[src/rtl/arpc_pkg.sv]
package arpc_pkg;

  localparam int unsigned CacheEntries = 8;

  localparam int unsigned IpW  = 32;
  localparam int unsigned MacW = 48;
  localparam int unsigned OpcW = 16;

  localparam logic KIND_ARP     = 1'b0;
  localparam logic KIND_RESOLVE = 1'b1;

  localparam logic [OpcW-1:0] OPC_REQUEST = 16'd1;

  localparam logic [1:0] RES_REPLY = 2'd0;
  localparam logic [1:0] RES_HIT   = 2'd1;
  localparam logic [1:0] RES_MISS  = 2'd2;

  localparam logic [1:0] REG_OWN_IP  = 2'd0;
  localparam logic [1:0] REG_MASK    = 2'd1;
  localparam logic [1:0] REG_NET     = 2'd2;
  localparam logic [1:0] REG_GATEWAY = 2'd3;

  // write request broadcast to every cell
  typedef struct packed {
    logic            en;
    logic            any_hit;
    logic [IpW-1:0]  ip;
    logic [MacW-1:0] mac;
  } arpc_wr_t;

  // lookup outcome from the chain
  typedef struct packed {
    logic            hit;
    logic [MacW-1:0] mac;
  } arpc_res_t;

endpackage

[src/rtl/arpc_cell.sv]
module arpc_cell (
  input  logic                            clk_i,
  input  logic                            rst_ni,
  input  logic [arpc_pkg::IpW-1:0]        key_i,
  input  arpc_pkg::arpc_wr_t              wr_i,
  input  logic                            tok_rst_i,
  input  logic                            hit_i,
  input  logic                            tok_i,
  output logic                            hit_o,
  output logic                            tok_o,
  output logic                            first_o,
  output logic [arpc_pkg::MacW-1:0]       mac_o
);
  import arpc_pkg::*;

  logic [IpW-1:0]  ip_q;
  logic [MacW-1:0] mac_q;
  logic            match_q;
  logic            tok_q, tok_d;
  logic            wr_here;

  assign first_o = match_q & ~hit_i;
  assign hit_o   = hit_i | match_q;
  assign tok_o   = tok_q;
  assign mac_o   = first_o ? mac_q : '0;

  assign wr_here = wr_i.en & (wr_i.any_hit ? first_o : tok_q);
  assign tok_d   = (wr_i.en & ~wr_i.any_hit) ? tok_i : tok_q;

  always_ff @(posedge clk_i or negedge rst_ni) begin
    if (!rst_ni) begin
      ip_q    <= '0;
      mac_q   <= '0;
      match_q <= 1'b0;
      tok_q   <= tok_rst_i;
    end else begin
      match_q <= (ip_q == key_i);
      tok_q   <= tok_d;
      if (wr_here) begin
        ip_q  <= wr_i.ip;
        mac_q <= wr_i.mac;
      end
    end
  end

endmodule

[src/rtl/arpc_chain.sv]
module arpc_chain (
  input  logic                       clk_i,
  input  logic                       rst_ni,
  input  logic [arpc_pkg::IpW-1:0]   key_i,
  input  arpc_pkg::arpc_wr_t         wr_i,
  output arpc_pkg::arpc_res_t        res_o
);
  import arpc_pkg::*;

  logic [CacheEntries:0]   hit;
  logic [CacheEntries-1:0] tok;
  logic [CacheEntries-1:0] first;
  logic [MacW-1:0]         mac [CacheEntries];
  logic [MacW-1:0]         mac_or;

  assign hit[0] = 1'b0;

  for (genvar i = 0; i < CacheEntries; i++) begin : g_cell
    arpc_cell u_cell (
      .clk_i     (clk_i),
      .rst_ni    (rst_ni),
      .key_i     (key_i),
      .wr_i      (wr_i),
      .tok_rst_i (i == 0),
      .hit_i     (hit[i]),
      .tok_i     (tok[(i + CacheEntries - 1) % CacheEntries]),
      .hit_o     (hit[i+1]),
      .tok_o     (tok[i]),
      .first_o   (first[i]),
      .mac_o     (mac[i])
    );
  end

  always_comb begin
    mac_or = '0;
    for (int i = 0; i < CacheEntries; i++) begin
      mac_or = mac_or | mac[i];
    end
  end

  assign res_o.hit = hit[CacheEntries];
  assign res_o.mac = mac_or;

  a_tok_onehot: assert property (@(posedge clk_i) disable iff (!rst_ni) $onehot(tok))
    else $error("victim token lost or duplicated");
  a_first_onehot0: assert property (@(posedge clk_i) disable iff (!rst_ni) $onehot0(first))
    else $error("more than one first match");
  a_hit_first: assert property (@(posedge clk_i) disable iff (!rst_ni)
      hit[CacheEntries] == (first != '0))
    else $error("hit flag disagrees with match vector");

endmodule

[src/rtl/arp_cache_responder_unit.sv]
// An accepted item's key is registered into the cell chain's match registers as the
// FSM enters decode; decode repeats the search for the gateway on an off-subnet
// resolve miss, waits out any output stall and registers the result. A new item is taken only in idle.
// Reset: asynchronous, active low; clears the configuration, FSM and output-valid
// registers and the cache entries, and puts the victim token on entry 0.
module arp_cache_responder_unit (
  input  logic         clk_i,
  input  logic         rst_ni,
  // s_axis_tdata: arp_opcode[15:0], sender_ip[47:16], sender_mac[95:48],
  //               target_ip[127:96], resolve_ip[159:128]
  input  logic         s_axis_tvalid,
  output logic         s_axis_tready,
  input  logic [159:0] s_axis_tdata,
  input  logic         s_axis_tuser,   // kind
  // m_axis_tdata: peer_mac[47:0], peer_ip[79:48]
  output logic         m_axis_tvalid,
  input  logic         m_axis_tready,
  output logic [79:0]  m_axis_tdata,
  output logic [1:0]   m_axis_tuser,   // result_kind
  input  logic         psel,
  input  logic         penable,
  input  logic         pwrite,
  input  logic [3:0]   paddr,
  input  logic [31:0]  pwdata,
  output logic [31:0]  prdata,
  output logic         pready
);
  import arpc_pkg::*;

  localparam logic ST_IDLE = 1'b0;
  localparam logic ST_DEC  = 1'b1;

  logic [IpW-1:0] own_ip_q, mask_q, net_q, gw_ip_q;

  logic            state_q, state_d;
  logic            gw_q, gw_d;
  logic            kind_q;
  logic [OpcW-1:0] opc_q;
  logic [IpW-1:0]  sip_q, tip_q, rip_q;
  logic [MacW-1:0] smac_q;
  logic [IpW-1:0]  key_q, key_bus;

  logic            out_valid_q, out_valid_d;
  logic [1:0]      out_kind_q, out_kind_d;
  logic [MacW-1:0] out_mac_q, out_mac_d;
  logic [IpW-1:0]  out_ip_q, out_ip_d;

  logic      in_acc, out_free, retry, wr_en;
  arpc_wr_t  wr;
  arpc_res_t res;

  // configuration
  assign pready = 1'b1;

  always_ff @(posedge clk_i or negedge rst_ni) begin
    if (!rst_ni) begin
      own_ip_q <= '0;
      mask_q   <= '0;
      net_q    <= '0;
      gw_ip_q  <= '0;
    end else if (psel && penable && pwrite) begin
      unique case (paddr[3:2])
        REG_OWN_IP:  own_ip_q <= pwdata;
        REG_MASK:    mask_q   <= pwdata;
        REG_NET:     net_q    <= pwdata;
        REG_GATEWAY: gw_ip_q  <= pwdata;
        default:     ;
      endcase
    end
  end

  always_comb begin
    unique case (paddr[3:2])
      REG_OWN_IP:  prdata = own_ip_q;
      REG_MASK:    prdata = mask_q;
      REG_NET:     prdata = net_q;
      REG_GATEWAY: prdata = gw_ip_q;
      default:     prdata = '0;
    endcase
  end

  // datapath
  assign s_axis_tready = (state_q == ST_IDLE);
  assign in_acc        = s_axis_tvalid & s_axis_tready;
  assign out_free      = ~out_valid_q | m_axis_tready;

  assign retry = (state_q == ST_DEC) && (kind_q == KIND_RESOLVE) && !res.hit && !gw_q
                 && ((rip_q & mask_q) != net_q);

  always_comb begin
    priority if (state_q == ST_IDLE) begin
      key_bus = (s_axis_tuser == KIND_RESOLVE) ? s_axis_tdata[159:128] : s_axis_tdata[47:16];
    end else if (retry) begin
      key_bus = gw_ip_q;
    end else begin
      key_bus = key_q;
    end
  end

  always_comb begin
    state_d     = state_q;
    gw_d        = gw_q;
    wr_en       = 1'b0;
    out_valid_d = out_valid_q & ~m_axis_tready;
    out_kind_d  = out_kind_q;
    out_mac_d   = out_mac_q;
    out_ip_d    = out_ip_q;
    unique case (state_q)
      ST_IDLE: begin
        gw_d = 1'b0;
        if (in_acc) state_d = ST_DEC;
      end
      ST_DEC: begin
        if (kind_q == KIND_ARP) begin
          if (tip_q != own_ip_q) begin
            state_d = ST_IDLE;
          end else if (opc_q == OPC_REQUEST) begin
            if (out_free) begin
              wr_en       = 1'b1;
              out_valid_d = 1'b1;
              out_kind_d  = RES_REPLY;
              out_mac_d   = smac_q;
              out_ip_d    = sip_q;
              state_d     = ST_IDLE;
            end
          end else begin
            wr_en   = 1'b1;
            state_d = ST_IDLE;
          end
        end else if (retry) begin
          gw_d = 1'b1;
        end else if (out_free) begin
          out_valid_d = 1'b1;
          out_kind_d  = res.hit ? RES_HIT : RES_MISS;
          out_mac_d   = res.hit ? res.mac : '0;
          out_ip_d    = key_q;
          gw_d        = 1'b0;
          state_d     = ST_IDLE;
        end
      end
      default: state_d = ST_IDLE;
    endcase
  end

  always_ff @(posedge clk_i or negedge rst_ni) begin
    if (!rst_ni) begin
      state_q     <= ST_IDLE;
      gw_q        <= 1'b0;
      out_valid_q <= 1'b0;
    end else begin
      state_q     <= state_d;
      gw_q        <= gw_d;
      out_valid_q <= out_valid_d;
    end
  end

  always_ff @(posedge clk_i) begin
    key_q      <= key_bus;
    out_kind_q <= out_kind_d;
    out_mac_q  <= out_mac_d;
    out_ip_q   <= out_ip_d;
    if (in_acc) begin
      kind_q <= s_axis_tuser;
      opc_q  <= s_axis_tdata[15:0];
      sip_q  <= s_axis_tdata[47:16];
      smac_q <= s_axis_tdata[95:48];
      tip_q  <= s_axis_tdata[127:96];
      rip_q  <= s_axis_tdata[159:128];
    end
  end

  assign wr.en      = wr_en;
  assign wr.any_hit = res.hit;
  assign wr.ip      = sip_q;
  assign wr.mac     = smac_q;

  arpc_chain u_chain (
    .clk_i  (clk_i),
    .rst_ni (rst_ni),
    .key_i  (key_bus),
    .wr_i   (wr),
    .res_o  (res)
  );

  assign m_axis_tvalid = out_valid_q;
  assign m_axis_tuser  = out_kind_q;
  assign m_axis_tdata  = {out_ip_q, out_mac_q};

  a_acc_dec: assert property (@(posedge clk_i) disable iff (!rst_ni)
      in_acc |=> state_q == ST_DEC)
    else $error("accepted transfer not decoded next cycle");
  a_out_from_dec: assert property (@(posedge clk_i) disable iff (!rst_ni)
      $rose(m_axis_tvalid) |-> $past(state_q == ST_DEC))
    else $error("result raised outside decode");
  a_gw_resolve: assert property (@(posedge clk_i) disable iff (!rst_ni)
      gw_q |-> (state_q == ST_DEC) && (kind_q == KIND_RESOLVE))
    else $error("gateway search outside a resolve");
  a_wr_arp: assert property (@(posedge clk_i) disable iff (!rst_ni)
      wr_en |-> (kind_q == KIND_ARP) && (tip_q == own_ip_q))
    else $error("cache written for a foreign item");

endmodule

[config.mk]
export PLATFORM = sky130hd
export DESIGN_NAME = arp_cache_responder_unit
export DESIGN_NICKNAME = d
export VERILOG_FILES = /design/src/rtl/arpc_pkg.sv /design/src/rtl/arpc_cell.sv /design/src/rtl/arpc_chain.sv /design/src/rtl/arp_cache_responder_unit.sv
export SDC_FILE = /design/constraint.sdc
export NUM_CORES = 2
export LEC_CHECK = 0
export ABC_CLOCK_PERIOD_IN_PS = 12000
export BUFFER_PORTS_ARGS = -buffer_cell sky130_fd_sc_hd__buf_2
export CAP_MARGIN = 10
export CORE_MARGIN = 4
export CORE_UTILIZATION = 35
export CTS_BUF_LIST = sky130_fd_sc_hd__clkbuf_8
export DETAILED_ROUTE_END_ITERATION = 8
export GPL_TIMING_DRIVEN = 0
export RECOVER_POWER = 50
export SKIP_LAST_GASP = 1
export SLEW_MARGIN = 20
export SYNTH_ARGS = -nofsm -noshare
export SYNTH_HDL_FRONTEND = slang
export SYNTH_SLANG_ARGS = --single-unit
[constraint.sdc]
create_clock -name clk_i -period 12 [get_ports clk_i]
set_input_delay 2.4 -clock clk_i [delete_from_list [all_inputs] [get_ports clk_i]]
set_output_delay 2.4 -clock clk_i [all_outputs]
set_load 0.02 [all_outputs]
==> flow_summary.json <==
{
  "fp-row-count": 134,
  "cts.path.max_buffers": 3,
  "grt_max_degree": 139,
  "yosys_warnings": 0,
  "synth_xor_area_frac": 0.00591,
  "synth_edf_count": 243,
  "drtIter0Drc": 3563,
  "maxCapViolations": 5,
  "grt_first_pass_wirelength_um": 235000,
  "cts_sinks": 1062,
  "wl_per_cell_um": 27.0,
  "setup.worst_path.class": "in -> reg",
  "clock_skew_ns": 0.0393,
  "tightest_slew_ns": 3.35,
  "cp-end-kind": "flip-flop",
  "power_per_cell_area_mw_per_mm2": 163,
  "ant_nets": 0,
  "power.leakage_nw": 24.5,
  "fp.dieArea_sq_mm": 0.141,
  "outcome": "finished, violations left",
  "portBuffers": 315,
  "grt_pass1_vias": 34100,
  "dp_cells": 5629,
  "synth.most_common_cell": "mux2_2",
  "async_flop_share": 0.741,
  "num_vias": 34100,
  "fin_nets": 4250,
  "dr.pass1.iters": 6,
  "synth_flop_cell": "dfrtp_1",
  "synth_top_area_frac": 0.415,
  "start_util": 0.354,
  "cts.htree.levels": 4,
  "place_area_sq_mm": 0.0519,
  "relSlewSlack": -1.23,
  "post_cts_buffers": 0,
  "ctsHoldBuffers": 0,
  "ys_top_cells_by_area": "dfrtp_1 41%, mux2_2 19%, edfxtp_1 15%",
  "worstHoldPathType": "reg -> reg",
  "startpoint_type": "input pin",
  "setup_viol": 0,
  "synthMuxAreaShare": 0.214,
  "finalCritPeriodShare": 0.645,
  "final_area_sq_mm": 0.0554,
  "gp_congestion": 0.944,
  "netlist_instances": 3513,
  "synth_commonest_cells": "808 x mux2_2, 786 x dfrtp_1, 258 x o21ai_0",
  "min_period_ns": 7.74,
  "ctsResizeCount": 0,
  "hold_viol": 0,
  "numCtsBuffers": 183,
  "critPathMaxFanout": 24,
  "seq_area_frac_synth": 0.583,
  "yosys.area.top_type": "dfrtp_1",
  "die_w_um": 376,
  "clock_latency_ns": 0.90,
  "clkTransAtPathRegs_ns": 0.06,
  "core_sq_mm": 0.134,
  "ioPinCount": 321,
  "min_path_cells": 1,
  "syn_to_final_growth_pct": 16.9,
  "grt_setup_unrepaired": "false",
  "finalSetupTns_ns": 0,
  "synth_fa_ha_area_frac": 0,
  "hpwl_um": 114000,
  "avgSynthCellArea_sq_um": 13.5,
  "violations": "capacitance limit, slew limit",
  "synth-simple-area-share": 0.0822,
  "max_freq_mhz": 129,
  "cp_data_arrival_time_ns": 8.21,
  "synth_area_sq_mm": 0.0474,
  "instances_no_fill": 5974,
  "cts_tree": "done",
  "worst_ep_required_time_ns": 12.47,
  "grt.total_usage": 0.224,
  "drc_errors": 0,
  "synth_top_family_by_area": "multiplexers",
  "peakVddDrop_v": 0.000110,
  "ys_ff_latch": 1062,
  "power.total_w": 0.00901,
  "grt-ovfl-total": 0,
  "final_max_slew_viol_count": 225,
  "fp.dieH_um": 376,
  "synth_compound_area_frac": 0.0921,
  "drive_gt1_frac": 0.363,
  "antenna_found_initial": 14,
  "rr_worst_depth": 5,
  "viasPerCell": 5.71,
  "drt_wl_total_um": 161000,
  "cts_root_buf": "clkbuf_8",
  "r2r_slack_ns": 5.51,
  "synth_nets": 3717,
  "ys_types": 53
}
-- layer usage --
layer  vias up  global-route usage  share of wire
met5         -                   0        0.00046
met1     17500               0.302           0.42
met3       339              0.0600          0.091
met4        12              0.0954          0.042
li1      14600                   -              -
met2      1663               0.342           0.45
-- flip-flops by register name (all words and copies together) (netlist names) --
signal / count
key_q: 32
m_axis_tvalid: 1
smac_q: 48
tip_q: 32
u_chain.g_cell.u_cell.mac_q: 384
opc_q: 16
m_axis_tuser: 2
out_mac_q: 48
u_chain.g_cell.u_cell.match_q: 8
u_chain.g_cell.u_cell.ip_q: 256
gw_ip_q: 32
own_ip_q: 32
net_q: 32
gw_q: 1
rip_q: 32
out_ip_q: 32
state_q: 1
kind_q: 1
mask_q: 32
u_chain.g_cell.u_cell.tok_o: 8
sip_q: 32
-- power by group --
group,total (W),leakage [nW],switching (W),internal [W]
logic,0.00147,8.98,0.000945,0.000522
registers,0.00418,13.3,0.000241,0.00394
clock network,0.00337,2.20,0.00156,0.00181
total,0.00901,24.5,0.00274,0.00627
-- cell families after synthesis --
family | Yosys count
other | 1
XOR/XNOR | 32
AND/OR/NAND/NOR | 686
multiplexers | 872
flip-flops | 1062
buffers and inverters | 241
AO/OA/AOI/OAI | 619
-- worst max-delay path, stage by stage --
cell	delay (ns)
clkbuf_1	0.18
nor2b_1	1.59
clkbuf_1	0.90
clkbuf_1	0.89
clkbuf_1	1.07
clkbuf_1	1.13
-- final timing paths --
kind                                               startpoint                                 end
max                                             s_axis_tvalid                           rip_q[14]
max reg2reg                                           state_q                           rip_q[14]
max in group asynchronous                              rst_ni                         gw_ip_q[16]
min reg2reg                u_chain.g_cell[3].u_cell.mac_q[24]  u_chain.g_cell[3].u_cell.mac_q[24]
min                        u_chain.g_cell[3].u_cell.mac_q[24]  u_chain.g_cell[3].u_cell.mac_q[24]
min in group asynchronous                              rst_ni  u_chain.g_cell[6].u_cell.mac_q[14]
-- final cells by class --
class | count | area (sq um)
fill | 12700 | 78500
clock inverter | 112 | 622
antenna | 4 | 10.0
multi-input combinational | 2210 | 18800
tap | 1768 | 2210
sequential | 1062 | 27600
clock buffer | 229 | 3150
buffer | 239 | 1100
inverter | 2 | 7.51
timing repair buffer | 348 | 1880
-- stage by stage --
| stage | utilization | hold WS, ns | setup slack [ns] |
|---|---|---|---|
| after global routing | 0.414 | 0.513 | 3.22 |
| after detailed placement | 0.388 | 0.495 | 5.07 |
| after global placement | 0.382 | 0.488 | -9.01 |
| after floorplan | - | 0.480 | 1.84 |
| after CTS | 0.416 | 0.509 | 5.06 |
| final | 0.414 | 0.505 | 4.26 |
-- placed cells by master (no fill, tap or decap), types with 7 or more instances in the layout --
cell        n
buf_16      7
clkinv_1   10
a221oi_1   48
clkbuf_1  202
buf_4      24
nor4_1     36
a21boi_0    8
a211oi_1    8
o31ai_1     9
o21ai_0   258
mux2i_1    32
a21o_1      8
o22a_1      8
mux2_2    791
a211oi_4   26
nand3_1    11
a21oi_1    70
xnor2_1    32
mux4_2     32
clkbuf_8  229
clkbuf_2    9
inv_1      75
buf_2     333
and3b_1     8
a222oi_1   47
and3_1     18
a22oi_1    49
edfxtp_1  243
and4_1      9
o211ai_1   48
mux2_1     17
dfxtp_1    32
dfrtp_1   786
clkinv_2   13
nand2_1    88
nor2_1     93
o31ai_2    23
nand4_1   142
or3_1     256
No activity file was read; power rests on OpenSTA's default activity.
